`src/hw/rtl/cfp_pkg.sv`:
```
package cfp_pkg;

    localparam logic [7:0] SYNC_BYTE   = 8'd255;
    localparam logic [7:0] LIMIT_RESET = 8'd13;

    // Frame position, one-hot.
    typedef enum logic [5:0] {
        PH_HUNT  = 6'b000001,
        PH_CMD   = 6'b000010,
        PH_HIGH  = 6'b000100,
        PH_LOW   = 6'b001000,
        PH_SEQ   = 6'b010000,
        PH_CHECK = 6'b100000
    } phase_t;

    typedef struct packed {
        logic [6:0]  sequence_res;
        logic [13:0] value;
        logic [6:0]  command;
    } result_t;

endpackage

```
`src/hw/rtl/cfp_frame_fsm.sv`:
```
module cfp_frame_fsm (
    input  logic             aclk,
    input  logic             aresetn,
    input  logic             step,
    input  logic [7:0]       rx_byte,
    input  logic [7:0]       command_limit,
    output logic             match,
    output cfp_pkg::result_t result
);

    cfp_pkg::phase_t phase_reg, phase_next;
    logic [6:0] command_reg, command_next;
    logic [6:0] high_reg, high_next;
    logic [6:0] low_reg, low_next;
    logic [6:0] sequence_reg, sequence_next;
    logic [7:0] check_sum;
    logic       cmd_ok;

    // A limit above 128 acts as 128, so the top bit of the byte must be clear too.
    assign cmd_ok    = (rx_byte < command_limit) && !rx_byte[7];
    assign check_sum = {1'b0, low_reg} + {1'b0, command_reg};
    assign match     = (phase_reg == cfp_pkg::PH_CHECK) && (check_sum == rx_byte);

    assign result.command      = command_reg;
    assign result.value        = {high_reg, low_reg};
    assign result.sequence_res = sequence_reg;

    always_comb begin
        phase_next    = phase_reg;
        command_next  = command_reg;
        high_next     = high_reg;
        low_next      = low_reg;
        sequence_next = sequence_reg;
        if (step) begin
            phase_next = cfp_pkg::PH_HUNT;
            case (phase_reg)
                cfp_pkg::PH_HUNT: begin
                    if (rx_byte == cfp_pkg::SYNC_BYTE) begin
                        phase_next = cfp_pkg::PH_CMD;
                    end
                end
                cfp_pkg::PH_CMD: begin
                    if (cmd_ok) begin
                        command_next = rx_byte[6:0];
                        phase_next   = cfp_pkg::PH_HIGH;
                    end
                end
                cfp_pkg::PH_HIGH: begin
                    if (!rx_byte[7]) begin
                        high_next  = rx_byte[6:0];
                        phase_next = cfp_pkg::PH_LOW;
                    end
                end
                cfp_pkg::PH_LOW: begin
                    if (!rx_byte[7]) begin
                        low_next   = rx_byte[6:0];
                        phase_next = cfp_pkg::PH_SEQ;
                    end
                end
                cfp_pkg::PH_SEQ: begin
                    if (!rx_byte[7]) begin
                        sequence_next = rx_byte[6:0];
                        phase_next    = cfp_pkg::PH_CHECK;
                    end
                end
                default: begin
                    phase_next = cfp_pkg::PH_HUNT;
                end
            endcase
        end
    end

    always_ff @(posedge aclk) begin
        if (!aresetn) begin
            phase_reg    <= cfp_pkg::PH_HUNT;
            command_reg  <= '0;
            high_reg     <= '0;
            low_reg      <= '0;
            sequence_reg <= '0;
        end else begin
            phase_reg    <= phase_next;
            command_reg  <= command_next;
            high_reg     <= high_next;
            low_reg      <= low_next;
            sequence_reg <= sequence_next;
        end
    end

endmodule

```
`src/hw/rtl/command_frame_parser.sv`:
```
// Command frame parser.
// The slave channel carries one received serial byte per request. The parser
// hunts for a six-byte frame: a sync byte of 255, a command byte below the
// configured limit, high and low 7-bit value bytes, a 7-bit sequence byte and
// a checksum byte equal to the low value byte plus the command. A frame with a
// good checksum produces one request on the master channel carrying the
// command, the 14-bit value and the sequence number; anything else produces
// nothing, and any out-of-range byte sends the parser back to sync hunting.
// Throughput is one byte per cycle unless a result waits on a stalled receiver.
// A byte is captured in an input register for the frame state machine, and a
// result is registered in the output register that drives m_tvalid. The user
// must write the limit through cfg_we/cfg_wdata only while the block is idle;
// the block itself does not enforce this. Reset clears the frame state, empties
// both registers and sets the limit to 13. When the receiver stalls, the result
// waits in the output register; bytes that produce no result keep flowing, and
// s_tready drops only when a second result would need the occupied register.
module command_frame_parser (
    input  logic        aclk,
    input  logic        aresetn,
    input  logic        cfg_we,
    input  logic [7:0]  cfg_wdata,     // command_limit
    input  logic        s_tvalid,
    output logic        s_tready,
    input  logic [7:0]  s_tdata,       // rx_byte
    output logic        m_tvalid,
    input  logic        m_tready,
    output logic [31:0] m_tdata        // command[6:0], value[20:7], sequence_res[27:21]
);

    logic [7:0]       limit_reg;
    logic             in_valid_reg, in_valid_next;
    logic [7:0]       in_byte_reg;
    logic             out_valid_reg, out_valid_next;
    cfp_pkg::result_t out_data_reg;
    logic             out_free;
    logic             in_adv;
    logic             fsm_match;
    cfp_pkg::result_t fsm_result;

    // The output register can take a new result when empty or being drained.
    assign out_free = !out_valid_reg || m_tready;
    // A byte that yields no result never waits on the receiver.
    assign in_adv   = in_valid_reg && (out_free || !fsm_match);
    assign s_tready = !in_valid_reg || in_adv;

    cfp_frame_fsm u_fsm (
        .aclk          (aclk),
        .aresetn       (aresetn),
        .step          (in_adv),
        .rx_byte       (in_byte_reg),
        .command_limit (limit_reg),
        .match         (fsm_match),
        .result        (fsm_result)
    );

    always_comb begin
        in_valid_next = in_valid_reg;
        if (s_tvalid && s_tready) begin
            in_valid_next = 1'b1;
        end else if (in_adv) begin
            in_valid_next = 1'b0;
        end
        out_valid_next = out_valid_reg;
        if (in_adv && fsm_match) begin
            out_valid_next = 1'b1;
        end else if (m_tready) begin
            out_valid_next = 1'b0;
        end
    end

    always_ff @(posedge aclk) begin
        if (!aresetn) begin
            limit_reg     <= cfp_pkg::LIMIT_RESET;
            in_valid_reg  <= 1'b0;
            out_valid_reg <= 1'b0;
        end else begin
            if (cfg_we) begin
                limit_reg <= cfg_wdata;
            end
            in_valid_reg  <= in_valid_next;
            out_valid_reg <= out_valid_next;
        end
    end

    // Payload registers need no reset.
    always_ff @(posedge aclk) begin
        if (s_tvalid && s_tready) begin
            in_byte_reg <= s_tdata;
        end
        if (in_adv && fsm_match) begin
            out_data_reg <= fsm_result;
        end
    end

    assign m_tvalid = out_valid_reg;
    assign m_tdata  = {4'b0000, out_data_reg};

    // An accepted byte is held in the input register on the next cycle.
    a_accept_held: assert property (@(posedge aclk) disable iff (!aresetn)
        (s_tvalid && s_tready) |=> in_valid_reg)
        else $error("accepted byte not captured");

    // A byte blocked by a full output register is kept unchanged.
    a_stall_keeps: assert property (@(posedge aclk) disable iff (!aresetn)
        (in_valid_reg && !in_adv) |=> (in_valid_reg && $stable(in_byte_reg)))
        else $error("blocked byte lost");

    // A new result appears only after the state machine matched a checksum.
    a_result_source: assert property (@(posedge aclk) disable iff (!aresetn)
        $rose(out_valid_reg) |-> $past(fsm_match && in_adv))
        else $error("result without matching frame");

endmodule
```
`config.mk`:
```
export PLATFORM = sky130hd
export DESIGN_NAME = command_frame_parser
export DESIGN_NICKNAME = d
export VERILOG_FILES = /design/src/hw/rtl/cfp_pkg.sv /design/src/hw/rtl/cfp_frame_fsm.sv /design/src/hw/rtl/command_frame_parser.sv
export SDC_FILE = /design/constraint.sdc
export NUM_CORES = 1
export LEC_CHECK = 0
export BUFFER_PORTS_ARGS = -buffer_cell sky130_fd_sc_hd__buf_2
export CAP_MARGIN = 15
export CELL_PAD_IN_SITES_DETAIL_PLACEMENT = 1
export CELL_PAD_IN_SITES_GLOBAL_PLACEMENT = 2
export CORE_UTILIZATION = 40
export DETAILED_ROUTE_END_ITERATION = 6
export PLACE_DENSITY_LB_ADDON = 0.1
export SYNTH_ARGS = -nofsm -noshare
export SYNTH_HDL_FRONTEND = slang
export SYNTH_SLANG_ARGS = --single-unit
```
`constraint.sdc`:
```
create_clock -name aclk -period 9.6 [get_ports aclk]
set_clock_uncertainty 0.05 [all_clocks]
set_input_delay 0.96 -clock aclk [delete_from_list [all_inputs] [get_ports aclk]]
set_output_delay 0.96 -clock aclk [all_outputs]
set_load 0.1 [all_outputs]
```
# Word level (Yosys, flattened, before mapping)
# Index checks and enable logic that the tools add are counted.
# word_totals
elab_cells	51
ff_bits	80
out_inout_bits	34
# classes
bitwise_logic	1
n_eq_ne	8
muxes	10
n_addsub	1
order_cmp	1
n_reduce_logical	18
# op_table
cell	count
$pmux 6 s5	1
$reduce_and 3->1	4
$add 7x7->8	1
$eq 8x8->1	1
$eq 8x8->1 const B	1
$lt 8x8->1	1
$eq 6x1->1 const B	1
$eq 6x2->1 const B	1
$eq 6x3->1 const B	1
$eq 6x4->1 const B	1
$eq 6x5->1 const B	1
$eq 6x6->1 const B	1
$mux 6	1
$logic_and 1x1->1	5
$mux 5	1
$logic_not 1->1	4
$mux 1	4
$mux 4	1
$reduce_bool 2->1	2
$logic_or 1x1->1	3
$mux 3	1
$mux 2	1
$not 1->1	1

# Depth between registers and ports, before layout
# Gate-level depths: netlist of run 1.
# depth
word_depth	9
mapped_depth	9
mapped_depth_nobuf	9

# Hierarchy
# From an unflattened synthesis of run 1, not the netlist that was laid out.
# unflattened
hier_cells	292
hier_area_um2	3428.3
# modules_own_cells
module	n_inst	area_each_um2	cells_per_inst
cfp_frame_fsm	1	1906.8	213
command_frame_parser	1	1521.5	79

# Worst setup path before layout of run 1
# No wires, ideal clock.
# synth_path
kind	register to register
startpoint	register u_fsm.command_reg[0]
endpoint	register out_data_reg (netlist bit m_tdata[0]), enable pin
t_required_ps	9134
period_less_slack_ps	3961
n_path_buf	0
t_arrival_ps	3494
setup_ps	416
slack_ps	5639
path_stages_with_launch	9
path_cell_list	dfxtp_1 > ha_1 > fa_1 > xor2_1 > xnor2_1 > nand4_1 > or4_4 > nor4_1 > nor2b_1
# synth_via
elab_chain_len	7
# synth_lines
element	line	rtl
start, declared	cfp_frame_fsm.sv:12	logic [6:0] command_reg, command_next;
start signal, assigned	cfp_frame_fsm.sv:82	command_reg <= command_next;
$add 7x7->8 (*)	cfp_frame_fsm.sv:21	assign check_sum = {1'b0, low_reg} + {1'b0, command_reg};
$eq 8x8->1 (*)	cfp_frame_fsm.sv:22	assign match = (phase_reg == cfp_pkg::PH_CHECK) && (check_sum == rx_byte);
$logic_and 1x1->1 (*)	cfp_frame_fsm.sv:22	
$logic_not 1->1	command_frame_parser.sv:43	assign in_adv = in_valid_reg && (out_free || !fsm_match);
$logic_or 1x1->1	command_frame_parser.sv:43	
$logic_and 1x1->1	command_frame_parser.sv:43	
$logic_and 1x1->1 (*)	command_frame_parser.sv:90	if (in_adv && fsm_match) begin
end signal, assigned	command_frame_parser.sv:91	out_data_reg <= fsm_result;
end, declared	command_frame_parser.sv:34	cfp_pkg::result_t out_data_reg;
# Mark *: on every way between the ends. The rest lies on a longest branch, timed or not.
# A chain may end at the register's enable or synchronous reset.

# Worst setup path in the final report of run 1
# layout_path
startpoint	register u_fsm.command_reg[0]
endpoint	output port s_tready
# layout_via
elab_chain_len	7
# layout_lines
element	line	rtl
$add 7x7->8	cfp_frame_fsm.sv:21	
$eq 8x8->1	cfp_frame_fsm.sv:22	
$logic_and 1x1->1	cfp_frame_fsm.sv:22	
$logic_not 1->1	command_frame_parser.sv:43	
$logic_or 1x1->1	command_frame_parser.sv:43	
$logic_and 1x1->1	command_frame_parser.sv:43	
$logic_or 1x1->1	command_frame_parser.sv:44	assign s_tready = !in_valid_reg || in_adv;
end, declared	command_frame_parser.sv:23	output logic s_tready,
# Every way passes these cells.

==> results of run 1 <==
-- critical path, delay by kind of cell (launching register included) --
family / cells / cell delay (ps)
adder cells (fa/ha/maj): 2 / 680
AND/OR/NAND/NOR: 4 / 1240
buffers and inverters: 2 / 330
XOR/XNOR: 2 / 330
flip-flops: 1 / 330
-- final timing paths --
| path | from | to | slack, ps |
|---|---|---|---|
| max | u_fsm.command_reg[0] | s_tready | 5320 |
| min | u_fsm.sequence_reg[5] | m_tdata[26] | 390 |
| max reg2reg | u_fsm.command_reg[0] | m_tdata[19] | 5840 |
| min reg2reg | u_fsm.sequence_reg[5] | m_tdata[26] | 390 |
-- per-stage QoR --
stage	setup slack (ps)	utilization	power, uW	area [um2]	cells
6_report	5320	0.479	674	3920	440
5_1_grt	5070	0.479	701	3920	440
4_1_cts	5280	0.479	684	3920	440
3_5_place_dp	5670	0.452	410	3700	424
3_3_place_gp	5750	0.452	409	3700	424
2_1_floorplan	5640	-	398	3360	279
-- layout by cell type (no fill, tap or decap), types with 9 or more instances in the layout --
cell,netlist,final
xnor2_1,9,9
inv_1,11,11
edfxtp_1,36,36
nand2_1,14,14
mux2i_1,35,35
ha_1,14,14
clkbuf_8,0,9
nor2_1,39,39
dfxtp_1,44,44
buf_2,0,50
-- where the power goes --
group / switching [uW] / internal, uW
registers: 9.23 / 359
clock network: 126 / 147
logic: 21.6 / 12.1
total: 157 / 518
-- kinds of logic (layout without fill, tap and decap cells) --
family	Yosys count	after routing
xor+xnor	14	14
simple gates	76	76
other cells	1	4
mux	36	36
flops	80	80
buf+inv	23	79
compound gates	31	31
fa+ha+maj	15	15
-- layer usage --
metal | track usage | wire length, um | up-vias | share of wire
met5 | 0 | 0 | - | 0
met3 | 0.0350 | 239 | 8 | 0.035
li1 | - | - | 1076 | -
met4 | 0.0731 | 105 | 0 | 0.015
met2 | 0.260 | 3010 | 49 | 0.44
met1 | 0.240 | 3500 | 1052 | 0.51
-- cell type report --
type | count | area, um2
fill | 859 | 4260
sequential | 80 | 1960
multi-input combinational | 176 | 1300
timing repair buffer | 51 | 258
tap | 105 | 131
clock buffer | 9 | 124
clock inverter | 7 | 95.1
inverter | 12 | 45.0
==> flow_summary.yaml, run 1 <==
worst_setup_path:
  worstSetupPathType: "reg2out"
  crit_path_top_delay_cell: "or4_4"
  worst_setup_path_start_kind: "flop"
  cp_cell_sequence: "ha_1, fa_1, xor2_1, xnor2_1, nand4_1, or4_4, nor4_1, and2_1, inv_1, buf_2"
  slowest_delay_ps: 570
  endpoint_kind: "output port"
  worst_ep_arrival_time_ps: 3270
  crit_fanout: 3
  worstPathRequired_ps: 8590
  rr_worst_depth: 9
clock_tree:
  clkSlewWorstSetupHoldPaths_ps: 80
  post-cts-setup-buffers: 0
  clock-root-buffer: "clkbuf_8"
  cts_max_path_buffers: 2
  postCtsResizedCells: 0
  cts.hold.buffers_added: 0
  cts_buffers: 9
  htreeDepth: 3
  clock-sinks: 80
  cts_tree: "built"
  clock_latency_ps: 350
yosys:
  ys_ff_latch: 80
  syn-cell-area_um2: 3350
  synth.most_common_cell: "dfxtp_1"
  synth_mux_area_frac: 0.109
  synth_async_sr_flop_share: 0
  synthCells: 276
  seq_area_frac_synth: 0.585
  synth_area_per_cell_um2: 12.1
  synth-edff-count: 36
  yosys_most_used_dff: "dfxtp_1"
  synth_simple_gate_area_share: 0.116
  ys_top_cells_by_count: "dfxtp_1 (44), nor2_1 (39), edfxtp_1 (36)"
  synth-compound-area-share: 0.0635
  synth_adder_area_share: 0.0582
  synth_top_family_by_area: "simple AND/OR/NAND/NOR gates"
  synth_area_leader_cell: "edfxtp_1"
  netlist.area_leader.share: 0.323
  ys_top_cells_by_area: "edfxtp_1 (32%), dfxtp_1 (26%), mux2i_1 (10%)"
  synth_cell_types: 40
  ys_warn_count: 0
  synthXorXnorAreaFrac: 0.0366
detailed_routing:
  wl_per_cell_um: 15.6
  routed_wl_mm: 6.86
  drt-initial-drc-count: 53
  vias: 2185
  postRouteAntennaNets: 0
  drc: 0
  drtPass1Iterations: 4
  avgViaCountPerCell: 4.97
pwr:
  cellLeakagePower_uw: 0.00171
  powerDensity_nw_per_um2: 172
  vdd_drop_max_uv: 70.1
worst_hold_path:
  hold_depth: 0
  hp-class: "reg2reg"
final_layout:
  antennaDiodeCount: 0
  drive_gt1_frac: 0.227
  fin_nets: 366
  area_growth_syn_to_layout_pct: 16.9
  largest_register_ffs: 28
floorplan:
  initial_utilization: 0.410
  die_height_um: 93.5
  ios: 55
  die_x_um: 93.5
  dieArea_um2: 8750
  rows: 33
  core-area_um2: 8180
timing:
  clock.fmax_mhz: 234
  timing.final.max_slew_violations: 0
  finalHoldViolations: 0
  setup_tns_ps: 0
  rsz0062_at_grt: "false"
  period_minus_slack_ps: 4280
  finalSetupViolCount: 0
  worst_hold_slack_ps: 388
  period_share: 0.446
  slew_headroom: 0.505
  worstMarginPinSlew_ps: 739
place:
  hpwl_mm: 4.77
  port_buffers: 50
  gp_congestion: 0.761
global_route:
  grt_pass1_vias: 2175
  grt_max_degree: 38
  antenna_found_initial: 0
  grt_overflow: 0
  grt_usage: 0.173
  grt_pass1_wl_mm: 11.3
run:
  cap_violations: 0
status:
  status: "completed"
No activity file was read; power rests on OpenSTA's default activity.
==> run 2: changes to the inputs <==
Settings changed: CORE_UTILIZATION 40 to 37.
Clock period 9.6 ns to 4.1 ns, I/O delays scaled along.
==> run 2 against run 1 <==
Compared with the run above:
- clock power is 140% higher
- final cell count is 0.91% higher
- highest routed layer unchanged
- largest cell class unchanged
- critical endpoint unchanged
- routed wire length is 6.5% higher
==> flow_summary.yaml, run 2 (synthesized netlist as in run 1, its figures left out) <==
status:
  status: "completed"
final_layout:
  drive_gt1_frac: 0.232
  layout_common_cells: "buf_2 (50), dfxtp_1 (44), nor2_1 (39)"
  largest_register_ffs: 28
  fin_nets: 367
  antennaDiodeCount: 0
  final_common_cell: "buf_2"
  area_growth_syn_to_layout_pct: 17.5
worst_setup_path:
  worstSetupPathType: "reg2out"
  worstPathRequired_ps: 3640
  worst_setup_path_start_kind: "flop"
  endpoint_kind: "output port"
  crit_fanout: 3
  rr_startpoint: "u_fsm.command_reg[0]"
  worst_ep_arrival_time_ps: 3270
  worstSetupStartpoint: "u_fsm.command_reg[0]"
clock_tree:
  clock_latency_ps: 350
  cts_buffers: 9
  htreeDepth: 3
  clock-sinks: 80
  postCtsResizedCells: 0
  cts.hold.buffers_added: 0
  post-cts-setup-buffers: 0
  cts_max_path_buffers: 2
  clkSlewWorstSetupHoldPaths_ps: 80
  clock-root-buffer: "clkbuf_8"
  cts_tree: "built"
timing:
  slew_headroom: 0.544
  rsz0062_at_grt: "false"
  period_share: 0.911
  period_minus_slack_ps: 3730
  worstMarginPinSlew_ps: 684
  timing.final.max_slew_violations: 0
  setup_tns_ps: 0
  clock.fmax_mhz: 268
  timing.final.ws_setup_ps: 365
  finalHoldViolations: 0
  finalSetupViolCount: 0
detailed_routing:
  routed_wl_mm: 7.31
  drc: 0
  vias: 2207
  drt-initial-drc-count: 50
  postRouteAntennaNets: 0
  avgViaCountPerCell: 4.97
  wl_per_cell_um: 16.5
  drtPass1Iterations: 4
pwr:
  cellLeakagePower_uw: 0.00172
  finalPower_uw: 1600
  vdd_drop_max_uv: 196
  powerDensity_nw_per_um2: 406
floorplan:
  core-area_um2: 8760
  dieArea_um2: 9440
  die_height_um: 97.2
  rows: 34
  ios: 55
  initial_utilization: 0.382
  die_x_um: 97.2
worst_hold_path:
  worstHoldStart: "s_tdata[1]"
  hp-class: "in2reg"
global_route:
  antenna_found_initial: 0
  grt_pass1_vias: 2414
  grt_pass1_wl_mm: 12.4
  grt_max_degree: 38
  grt_usage: 0.171
  grt_overflow: 0
place:
  port_buffers: 50
  pre_cts_ws_ps: 741
  gp_congestion: 0.758
  hpwl_mm: 5.02
run:
  cap_violations: 0
==> run 2: cell types whose count changed in the layout (fill, tap and decap cells not counted) <==
| cell | delta |
|---|---|
| inv_6 | +1 |
| clkinv_1 | -1 |
| clkinv_2 | -1 |
| buf_4 | +1 |
| clkinv_4 | +1 |
==> run 2: area by class of cell <==
class                      count  area, um2
timing repair buffer          52        265
clock inverter                 7        104
inverter                      12       45.0
fill                         937       4830
sequential                    80       1960
clock buffer                   9        124
tap                          108        135
multi-input combinational    176       1300
==> run 2: where the power goes <==
part	total, uW	internal (uW)	switching, uW
Combinational	83.4	29.4	53.9
Sequential	859	839	19.5
Clock	658	350	308
==> run 2: path summary, 6_finish.rpt <==
| check | to | slack, ps | cells past startpoint |
|---|---|---|---|
| setup / recovery | s_tready | 370 | 10 |
| hold / removal | in_byte_reg[1] | 190 | 1 |
| setup reg to reg | m_tdata[6] | 780 | 9 |
| hold reg to reg | m_tdata[25] | 380 | 0 |
==> run 2: critical path: stages, from the launching register on <==
cell and delay, ps:
dfxtp_1 330, ha_1 240, fa_1 430, xor2_1 170, xnor2_1 170, nand4_1 120, or4_4 580, nor4_1 290
and2_1 260, inv_1 50, buf_2 290
==> run 2: per-layer routing <==
| layer | wire (um) | share of wire | track usage |
|---|---|---|---|
| met5 | 0 | 0 | 0 |
| met4 | 166 | 0.023 | 0.0792 |
| met3 | 235 | 0.032 | 0.0338 |
| met2 | 3250 | 0.44 | 0.272 |
| met1 | 3660 | 0.50 | 0.226 |
==> run 2: metrics by stage <==
| step | utilization | area [um2] | hold WS, ps | instances |
|---|---|---|---|---|
| after global routing | 0.449 | 3940 | 174 | 444 |
| after global placement | 0.423 | 3710 | 369 | 428 |
| final | 0.449 | 3940 | 187 | 444 |
| after floorplan | - | 3360 | 358 | 279 |
| after detailed placement | 0.423 | 3710 | 369 | 428 |
| after CTS | 0.449 | 3940 | 172 | 444 |
